## src/lbp_pkg.sv

```systemverilog
// ----------------------------------------------------------------------------
// lbp_pkg
// Shared types, constants and tables of the LSB-first bit packer.
// ----------------------------------------------------------------------------
package lbp_pkg;

  localparam int MAX_FIELD_BITS = 23;
  localparam int MAX_ITEM_BITS  = 504;

  localparam int FIELD_W = MAX_FIELD_BITS;      // widest word written
  localparam int ACC_W   = MAX_FIELD_BITS + 7;  // pending bits plus one word
  localparam int CNT_W   = $clog2(ACC_W + 1);
  localparam int NB_W    = 5;                   // bit_count width
  localparam int QUOTA_W = 8;
  localparam int PROD_W  = FIELD_W + QUOTA_W;

  typedef enum logic [1:0] {
    OP_UNSIGNED = 2'd0,
    OP_SIGNED   = 2'd1,
    OP_FLUSH    = 2'd2,
    OP_UNUSED   = 2'd3
  } op_t;

  // Most N-bit words an item may hold: MAX_ITEM_BITS / N, N = 2..23, else 0.
  localparam logic [QUOTA_W-1:0] WORD_QUOTA [0:31] = '{
    8'd0,   8'd0,   8'd252, 8'd168, 8'd126, 8'd100, 8'd84,  8'd72,
    8'd63,  8'd56,  8'd50,  8'd45,  8'd42,  8'd38,  8'd36,  8'd33,
    8'd31,  8'd29,  8'd28,  8'd26,  8'd25,  8'd24,  8'd22,  8'd21,
    8'd0,   8'd0,   8'd0,   8'd0,   8'd0,   8'd0,   8'd0,   8'd0
  };

  // Controller to datapath
  typedef struct packed {
    logic capture;     // take the accepted input item
    logic load_word;   // build the next word and append it to the accumulator
    logic emit_byte;   // move the lowest complete byte to the output register
    logic emit_flush;  // emit the padded partial byte and end the stream
    logic emit_error;  // emit the error result
  } lbp_cmd_t;

  // Datapath to controller
  typedef struct packed {
    op_t  op;
    logic bad;         // unused op or width out of range
    logic n_zero;
    logic too_long;    // escape words would overrun the item limit
    logic cnt_ge8;     // a complete byte is in the accumulator
    logic more;        // another word of this item follows
    logic out_free;    // output register can take a result this cycle
  } lbp_sts_t;

endpackage

```

## src/lbp_ctrl.sv

```systemverilog
// ----------------------------------------------------------------------------
// lbp_ctrl
// Sequencer of the bit packer: decodes an item, runs its words and bytes.
// ----------------------------------------------------------------------------
module lbp_ctrl import lbp_pkg::*; (
  input  logic     clk,
  input  logic     rst_n,
  input  logic     in_tvalid,
  output logic     in_tready,
  input  lbp_sts_t sts,
  output lbp_cmd_t cmd
);

  typedef enum logic [2:0] {
    S_IDLE,
    S_DECODE,
    S_CHECK,
    S_WORD,
    S_EMIT,
    S_RESP
  } state_t;

  state_t state_r, state_nxt;

  assign in_tready = (state_r == S_IDLE);

  always_comb begin
    state_nxt = state_r;
    cmd       = '0;
    case (state_r)
      S_IDLE: begin
        if (in_tvalid) begin
          cmd.capture = 1'b1;
          state_nxt   = S_DECODE;
        end
      end
      S_DECODE: begin
        if (sts.bad || sts.op == OP_FLUSH) begin
          state_nxt = S_RESP;
        end else if (sts.op == OP_SIGNED) begin
          state_nxt = S_CHECK;
        end else if (sts.n_zero) begin
          state_nxt = S_IDLE;
        end else begin
          state_nxt = S_WORD;
        end
      end
      S_CHECK: begin
        state_nxt = sts.too_long ? S_RESP : S_WORD;
      end
      S_WORD: begin
        cmd.load_word = 1'b1;
        state_nxt     = S_EMIT;
      end
      S_EMIT: begin
        // drain complete bytes, then fetch the next word or finish
        if (sts.cnt_ge8) begin
          cmd.emit_byte = sts.out_free;
        end else if (sts.more) begin
          state_nxt = S_WORD;
        end else begin
          state_nxt = S_IDLE;
        end
      end
      S_RESP: begin
        if (sts.out_free) begin
          // a flush ends the stream whatever its width field holds
          if (sts.op == OP_FLUSH) begin
            cmd.emit_flush = 1'b1;
          end else begin
            cmd.emit_error = 1'b1;
          end
          state_nxt = S_IDLE;
        end
      end
      default: begin
        state_nxt = S_IDLE;
      end
    endcase
  end

  always_ff @(posedge clk) begin
    if (!rst_n) begin
      state_r <= S_IDLE;
    end else begin
      state_r <= state_nxt;
    end
  end

endmodule

```

## src/lbp_dp.sv

```systemverilog
// ----------------------------------------------------------------------------
// lbp_dp
// Datapath of the bit packer: item registers, escape reduction, bit
// accumulator and output register.
// ----------------------------------------------------------------------------
module lbp_dp import lbp_pkg::*; (
  input  logic        clk,
  input  logic        rst_n,
  input  logic [39:0] in_tdata,
  input  logic [1:0]  in_tuser,
  input  lbp_cmd_t    cmd,
  output lbp_sts_t    sts,
  output logic        out_tvalid,
  input  logic        out_tready,
  output logic [7:0]  out_tdata,
  output logic [2:0]  out_tuser,
  output logic        out_tlast
);

  op_t                op_r;
  logic [NB_W-1:0]    n_r;
  logic [FIELD_W-1:0] val_r;
  logic               neg_r;
  logic [31:0]        mag_r, mag_nxt;
  logic [PROD_W-1:0]  prod_r;
  logic [ACC_W-1:0]   acc_r;
  logic [CNT_W-1:0]   cnt_r;
  logic               more_r, more_nxt;
  logic               out_valid_r;
  logic [7:0]         out_data_r;
  logic [2:0]         out_user_r;
  logic               out_last_r;

  logic [FIELD_W-1:0] top, lim, mask, word;
  logic [31:0]        in_value;
  logic               last_byte;
  logic [6:0]         need, n_x1, n_x2, n_x3;
  logic               byte_ahead;

  assign in_value = in_tdata[31:0];

  assign top  = FIELD_W'(1) << (n_r - NB_W'(1));
  assign lim  = top - FIELD_W'(1);
  assign mask = FIELD_W'(((FIELD_W + 1)'(1) << n_r) - (FIELD_W + 1)'(1));

  // Signed: escapes while above lim, then the last word; else masked value
  always_comb begin
    word     = '0;
    mag_nxt  = mag_r;
    more_nxt = 1'b0;
    if (op_r == OP_SIGNED) begin
      if (mag_r > 32'(lim)) begin
        word     = top;
        mag_nxt  = mag_r - 32'(lim);
        more_nxt = 1'b1;
      end else if (neg_r) begin
        word = ((top - mag_r[FIELD_W-1:0]) | top) & mask;
      end else begin
        word = mag_r[FIELD_W-1:0];
      end
    end else begin
      word = val_r & mask;
    end
  end

  // Another byte of this item follows when the bits left after this one and
  // the words still to come reach a full byte; a remaining magnitude above
  // j limits means at least j+1 words to come.
  assign need = 7'd16 - 7'(cnt_r);
  assign n_x1 = 7'(n_r);
  assign n_x2 = n_x1 << 1;
  assign n_x3 = n_x2 + n_x1;
  assign byte_ahead = (cnt_r >= CNT_W'(16)) ||
                      (more_r && ((n_x1 >= need) ||
                                  ((n_x2 >= need) && (mag_r > 32'(lim))) ||
                                  ((n_x3 >= need) && (mag_r > (32'(lim) << 1))) ||
                                  (mag_r > ((32'(lim) << 1) + 32'(lim)))));
  assign last_byte = !byte_ahead;

  assign sts.op       = op_r;
  assign sts.bad      = (op_r == OP_UNUSED) || (n_r > NB_W'(MAX_FIELD_BITS)) ||
                        ((op_r == OP_SIGNED) && (n_r < NB_W'(2)));
  assign sts.n_zero   = (n_r == '0);
  assign sts.too_long = mag_r > 32'(prod_r);
  assign sts.cnt_ge8  = (cnt_r >= CNT_W'(8));
  assign sts.more     = more_r;
  assign sts.out_free = !out_valid_r || out_tready;

  // Item registers and product
  always_ff @(posedge clk) begin
    prod_r <= PROD_W'(lim) * PROD_W'(WORD_QUOTA[n_r]);
    if (cmd.capture) begin
      op_r  <= op_t'(in_tuser);
      n_r   <= in_tdata[36:32];
      val_r <= in_value[FIELD_W-1:0];
      neg_r <= in_value[31];
      mag_r <= in_value[31] ? (~in_value + 32'd1) : in_value;
    end else if (cmd.load_word) begin
      mag_r <= mag_nxt;
    end
  end

  // Accumulator and output register
  always_ff @(posedge clk) begin
    if (!rst_n) begin
      acc_r       <= '0;
      cnt_r       <= '0;
      more_r      <= 1'b0;
      out_valid_r <= 1'b0;
    end else begin
      if (cmd.load_word) begin
        acc_r  <= acc_r | (ACC_W'(word) << cnt_r[2:0]);
        cnt_r  <= cnt_r + CNT_W'(n_r);
        more_r <= more_nxt;
      end
      if (cmd.emit_byte) begin
        acc_r       <= acc_r >> 8;
        cnt_r       <= cnt_r - CNT_W'(8);
        out_valid_r <= 1'b1;
      end else if (cmd.emit_flush) begin
        acc_r       <= '0;
        cnt_r       <= '0;
        out_valid_r <= 1'b1;
      end else if (cmd.emit_error) begin
        out_valid_r <= 1'b1;
      end else if (out_tready) begin
        out_valid_r <= 1'b0;
      end
    end
  end

  // Payload of the result
  always_ff @(posedge clk) begin
    if (cmd.emit_byte) begin
      out_data_r <= acc_r[7:0];
      out_user_r <= 3'b001;
      out_last_r <= last_byte;
    end else if (cmd.emit_flush) begin
      out_data_r <= acc_r[7:0];
      out_user_r <= {1'b0, 1'b1, (cnt_r != '0)};
      out_last_r <= 1'b1;
    end else if (cmd.emit_error) begin
      out_data_r <= 8'd0;
      out_user_r <= 3'b100;
      out_last_r <= 1'b1;
    end
  end

  assign out_tvalid = out_valid_r;
  assign out_tdata  = out_data_r;
  assign out_tuser  = out_user_r;
  assign out_tlast  = out_last_r;

endmodule

```

## src/lsb_first_bit_packer.sv

```systemverilog
// ----------------------------------------------------------------------------
// lsb_first_bit_packer
// Packs variable-width fields LSB first into a byte stream.
// ----------------------------------------------------------------------------
// One item is taken at a time. A flush, or an item rejected on its op or
// width, runs accept, decode and response; a signed item rejected as too
// long also runs the length check. An unsigned field runs accept, decode, a
// load and a drain step, plus a drain step per completed byte; one of zero
// width ends after decode. A signed field adds the length check and, for
// every escape word, a load step, a drain step and a drain step per byte it
// completes; the count of escape words, which the single subtractor walks
// through one word per load, sets how long large magnitudes take. Bytes leave
// through one output register, one byte a cycle, and a stalled output holds
// the sequencer. The partial byte survives between items until a flush.
// ----------------------------------------------------------------------------
module lsb_first_bit_packer import lbp_pkg::*; (
  input  logic        clk,
  input  logic        rst_n,
  input  logic        in_tvalid,
  output logic        in_tready,
  input  logic [39:0] in_tdata,   // [31:0] value, [36:32] bit_count, [39:37] zero
  input  logic [1:0]  in_tuser,   // [1:0] op
  output logic        out_tvalid,
  input  logic        out_tready,
  output logic [7:0]  out_tdata,  // [7:0] out_byte
  output logic [2:0]  out_tuser,  // [0] byte_valid, [1] end_of_stream, [2] error
  output logic        out_tlast   // last
);

  lbp_cmd_t cmd;
  lbp_sts_t sts;

  lbp_ctrl u_ctrl (
    .clk       (clk),
    .rst_n     (rst_n),
    .in_tvalid (in_tvalid),
    .in_tready (in_tready),
    .sts       (sts),
    .cmd       (cmd)
  );

  lbp_dp u_dp (
    .clk        (clk),
    .rst_n      (rst_n),
    .in_tdata   (in_tdata),
    .in_tuser   (in_tuser),
    .cmd        (cmd),
    .sts        (sts),
    .out_tvalid (out_tvalid),
    .out_tready (out_tready),
    .out_tdata  (out_tdata),
    .out_tuser  (out_tuser),
    .out_tlast  (out_tlast)
  );

endmodule
```

## config.mk

```make
export PLATFORM = sky130hd
export DESIGN_NAME = lsb_first_bit_packer
export DESIGN_NICKNAME = d
export VERILOG_FILES = /design/src/lbp_pkg.sv /design/src/lbp_ctrl.sv /design/src/lbp_dp.sv /design/src/lsb_first_bit_packer.sv
export SDC_FILE = /design/constraint.sdc
export NUM_CORES = 1
export LEC_CHECK = 0
export ABC_AREA = 1
export ABC_CLOCK_PERIOD_IN_PS = 8800
export CORE_AREA = 2 2 179 181
export DETAILED_ROUTE_END_ITERATION = 8
export DIE_AREA = 0 0 181 183
export DONT_BUFFER_PORTS = 1
export GPL_TIMING_DRIVEN = 0
export PLACE_DENSITY_LB_ADDON = 0.15
export SLEW_MARGIN = 30
export SYNTH_ARGS = -nofsm -noshare
export SYNTH_HDL_FRONTEND = slang
export SYNTH_SLANG_ARGS = --single-unit
```

## constraint.sdc

```tcl
create_clock -name clk -period 8.8 [get_ports clk]
set_input_delay 0.44 -clock clk [delete_from_list [all_inputs] [get_ports clk]]
set_output_delay 0.44 -clock clk [all_outputs]
set_load 0.005 [all_outputs]
```

# Word-level counts from Yosys, hierarchy flattened
# Memories as Yosys holds them, arrays and structs flattened.
# Cells that the tools add are included.
# W data, S select, Z words.
[op_classes] reduce_logical=28 magnitude_cmp=12 eq_ne=11 addsub=11 n_mux=48 mul=1 bitwise_logic=7 shifts=3
[ops] cell="$mux W32" n=5
[ops] cell="$mux W23" n=3
[ops] cell="$mux W22" n=3
[ops] cell="$and A23 B23 Y23" n=2
[ops] cell="$shl A1 B5 Y23 const A" n=2
[ops] cell="$mux W8" n=5
[ops] cell="$add A32 B1 Y32 const B" n=1
[ops] cell="$gt A32 B23 Y1" n=1
[ops] cell="$gt A32 B24 Y1" n=1
[ops] cell="$gt A32 B31 Y1" n=1
[ops] cell="$gt A32 B32 Y1" n=1
[ops] cell="$not A32 Y32" n=1
[ops] cell="$sub A32 B23 Y32" n=1
[ops] cell="$mul A23 B8 Y31" n=1
[ops] cell="$or A30 B30 Y30" n=1
[ops] cell="$shl A23 B3 Y30" n=1
[ops] cell="$add A24 B23 Y25" n=1
[ops] cell="$or A23 B23 Y23" n=1
[ops] cell="$sub A23 B1 Y23 const B" n=1
[ops] cell="$sub A23 B2 Y23 const B" n=1
[ops] cell="$sub A23 B23 Y23" n=1
[ops] cell="$pmux W3 S6" n=1
[ops] cell="$mux W1" n=16
[ops] cell="$mux W3" n=5
[ops] cell="other kinds (36)" n=64
[totals] regBits=146 rom_bits=256 mem_count=1 input_bits=46 elab_cells=138 out_inout_bits=14
[memory_table] memory="(name not given)" words=32 word_bits=8 rd=1 rd_clocked_by_memory_dff=0 write_ports=0 line="lbp_dp.sv:91" rtl="prod_r <= PROD_W'(lim) * PROD_W'(WORD_QUOTA[n_r]);"

# Depth between registers and ports, before layout
[logic_depth] depth_word=13 ltp_mapped=44 ltp_nobuf=43

# Modules after synthesis
# A second synthesis with hierarchy kept.
[hier_totals] hier_cells=3264 area_unflattened_um2=21862.2
[by_module_without_submodules] module="lbp_dp" seq_area_each_um2=3583.4 cells_per_inst=3211 instances=1 area_each_um2=21568.2
[by_module_without_submodules] module="lbp_ctrl" seq_area_each_um2=60.1 cells_per_inst=53 instances=1 area_each_um2=294.0

# Worst setup path after synthesis
# OpenSTA, ideal clock, no wires.
[synth_timing] path_type="register -> register" start="register u_dp.n_r[2]" end="register u_dp.prod_r[30]" required_time_ns=8.679 path_slack_ns=1.663 path_stages_with_launch=37 arrival_ns=7.016 period_less_slack_ns=7.137 path_buffers=1 setup_time_ns=0.121 cell_sequence="edfxtp_1 > inv_2 > buf_2 > ha_1 > nand2_1 > nand2_1 > nand2_4 > inv_4 > nand2_8 > nor2_1 > inv_1 > ha_1 > inv_1 > xor2_1 > inv_1 > nand2_1 > fa_1 > fa_1 > inv_1 > fa_1 > fa_1 > ha_1 > a21oi_1 > nand2_1 > a21oi_1 > inv_1 > a21oi_1 > o21bai_1 > a21oi_1 > o21bai_1 > nand2_1 > nand2_1 > a21boi_0 > nor2_1 > o21ai_0 > nand2_1 > xor2_1"
[synth_between] elab_chain_cells=5 elab_cells_between_ends=8 classes_between="add/sub (2); mul (1); shift (1); mux (2); bitwise (1); memory (1)"
[synth_rtl] item="start, declared" line="lbp_dp.sv:21" rtl="logic [NB_W-1:0] n_r;"
[synth_rtl] item="start signal, assigned" line="lbp_dp.sv:94" rtl="n_r <= in_tdata[36:32];"
[synth_rtl] item="branches (longest 4 deep; another with $sub A23 B1 Y23)"
[synth_rtl] item="$mul A23 B8 Y31 (*)" line="lbp_dp.sv:91"
[synth_rtl] item="end signal, assigned" line="lbp_dp.sv:91"
[synth_rtl] item="end, declared" line="lbp_dp.sv:25" rtl="logic [PROD_W-1:0] prod_r;"
# Every way passes the cells marked *. The select of a mux whose other input is x is not followed.
# A chain may end at the register's enable or synchronous reset.

# Worst setup path after layout
[layout_timing] start="register u_dp.n_r[3]" end="register u_dp.prod_r[25]"
# The elaborated chain is that of the path after synthesis.

==> reports/qor.yml <==
status: "finished clean"
synth_top_family_by_area: "adder cells"
row_count: 65
worstSetupPathType: "flop to flop"
skew_ps: 16.6
synth_xor_area_share_pct: 5.35
critPathTopFamily: "adder cells"
yosysTopAreaCellShare_pct: 14.8
fmax_mhz: 118
layout.nets: 3408
hpwl_mm: 56.7
async_reset_ff_share_pct: 0
ioPinCount: 60
setup_violations: 0
clk_latency_ps: 470
relSlewSlack_pct: 27.2
grt_max_degree: 41
fin_util_pct: 70.9
synth_fp_nets: 3376
htreeDepth: 4
avgSynthCellArea_sq_um: 7.02
syn_area_sq_mm: 0.0207
synth_mux_area_share_pct: 0.0483
cts_tree: "yes"
tightest_slew_ps: 1090
grt_pass1_wl_mm: 109
globalplace.congestion: 1.00
synth_area_leaders: "ha_1, fa_1, edfxtp_1"
cp_data_required_time_ps: 9190
endpoint_kind: "flop"
drtPass1Iterations: 7
synth_top_area_cell: "ha_1"
period_share_pct: 96.0
cp_max_fo: 13
areaGrowthSynthToFinish_pct: 6.79
wire_per_inst_um: 20.5
grt_most_used_layer: "met2"
drv_cap: 0
port-buffer-count: 0
crit_buf_inv: 9
antennaDiodeCount: 0
synth_edf_count: 72
netlist_instances: 2954
drc: 0
min_path_type: "primary input to flop"
start_util_pct: 66.4
die_area_sq_mm: 0.0331
cts_buffers: 17
clkSinkCount: 146
antenna_found_initial: 0
slowest_stage: "xor2_2"
layout_common_cells: "nand2_1, inv_1, nor2_1, ha_1, a21oi_1"
synth_adder_area_share_pct: 27.4
hold_viol: 0
synth.distinct_cells: 61
final_common_cell: "nand2_1"
slowest_delay_ps: 580
layout-drive-gt1-share_pct: 4.53
fillers: 2502
vias_per_cell: 6.19
drtIter0Drc: 2359
yosysWarningCount: 0
grtUsageMet1_pct: 55.5
antenna_left: 0
wirelength_mm: 69.7
ys_seq_area_share_pct: 17.6
synthSimpleGateAreaFrac_pct: 25.9
synth_seq_cells: 146
start_kind: "flop"
die_y_um: 183
grtUsageTotal_pct: 42.5
die_w_um: 181
rsz0062_at_grt: "true"
synth_compound_area_share_pct: 13.3
cts-root-buf: "clkbuf_16"
grt_pass1_vias: 20600
core_sq_mm: 0.0312
finalCriticalPeriod_ps: 8450
met2_usage_pct: 67.1
worstPathArrival_ps: 8840
clockBufferDepth: 2
drv_slew: 0
clk_pin_slew_ps: 80
grt-ovfl-total: 0
grt_use_met3_pct: 9.79
seqCellArea_sq_mm: 0.00364
vias: 21000
multi_input_area_sq_mm: 0.0151
ys.flop_type: "dfxtp_1"
state kept, by name (all words and copies together) (netlist names):
register	flops
u_dp.more_r	1
u_dp.acc_r	30
u_dp.prod_r	31
u_dp.cnt_r	5
u_dp.out_tlast	1
u_dp.out_tdata	8
u_dp.out_tuser	3
u_dp.mag_r	32
u_dp.n_r	5
u_ctrl.state_r	3
u_dp.neg_r	1
u_dp.op_r	2
u_dp.out_tvalid	1
u_dp.val_r	23
per-stage QoR:
| stage | std cells | setup WS (ps) | TNS, ps | area (sq um) | hold slack [ps] |
|---|---|---|---|---|---|
| 2_1_floorplan | 2954 | 1660 | 0 | 20700 | 431 |
| 3_3_place_gp | 3356 | -496 | -683 | 21200 | 448 |
| 3_5_place_dp | 3356 | -529 | -1170 | 21300 | 455 |
| 4_1_cts | 3389 | 79.1 | 0 | 21900 | 50.6 |
| 5_1_grt | 3401 | -82.5 | -82.5 | 22200 | 52.9 |
| 6_report | 3401 | 352 | 0 | 22200 | 59.7 |
path summary, 6_finish.rpt:
check                      start               to  slack, ps  cells after the start
setup / recovery     u_dp.n_r[3]  u_dp.prod_r[25]        350                     38
hold reg to reg   u_dp.acc_r[28]   u_dp.acc_r[28]        460                      2
hold / removal      in_tdata[10]   u_dp.val_r[10]         60                      0
setup reg to reg     u_dp.n_r[3]  u_dp.prod_r[25]        350                     38
logic make-up after synthesis:
logic type                 after synthesis
AOI/OAI and AO/OA                      496
xor gates and xnor gates               122
adders and majority gates              376
buffers and inverters                  565
DFF                                    146
muxes                                    1
and+or+nand+nor                       1248
Yosys cell counts (3+ instances only):
master     instances
a2111oi_0          3
a211oi_1           8
a21boi_0           9
a21o_1             7
a21oi_1          211
a31oi_1           17
buf_1              9
buf_2              8
clkbuf_1          45
clkinv_1           5
dfxtp_1           74
edfxtp_1          72
fa_1             131
ha_1             245
inv_1            474
inv_2             17
nand2_1          534
nand2_2            4
nand2_4            3
nand3_1          197
nand3b_1          20
nand4_1           33
nor2_1           376
nor2_2             4
nor2_4             4
nor3_1            42
nor3_2             3
nor4_1            11
o2111ai_1          5
o211ai_1          18
o21a_1            16
o21ai_0          164
o21ai_1            7
o21bai_1           7
o221ai_1           4
o22ai_1            8
o31ai_1            5
or2_2              3
xnor2_1           37
xor2_1            81
xor2_2             3
what timing repair did:
| item | in CTS | in global routing |
|---|---|---|
| endpoints found under the setup margin | 5 | 5 |
| buffers inserted | 1 | 12 |
| resized for setup | 5 | 15 |
| hold buffers | 0 | 0 |
| pin swaps | 0 | 3 |
| gates cloned | 0 | 0 |
worst register-to-register path: cells and delay by family, from the launching register on:
kind / cells / cell delay [ps]
fa+ha+maj: 7 / 2900
simple gates: 18 / 2590
buf+inv: 9 / 1080
xor+xnor: 2 / 720
flops: 1 / 560
compound gates: 2 / 540
per-layer routing:
metal / wire (um) / part of all wire [%]
met4: 3340 / 4.8
met5: 0 / 0
met2: 30700 / 44
met3: 7860 / 11
met1: 27900 / 40
cell type report:
cell class,count,share of cell area (%)
clock buffer,18,1.98
tap,402,2.27
multi-input combinational,2243,68.4
clock inverter,14,0.650
sequential,146,16.4
buffer,65,1.23
timing repair buffer,13,0.497
inverter,500,8.56
Power is not shown: default switching activity piles up to over one toggle a cycle in this logic, so the estimate is an artifact.
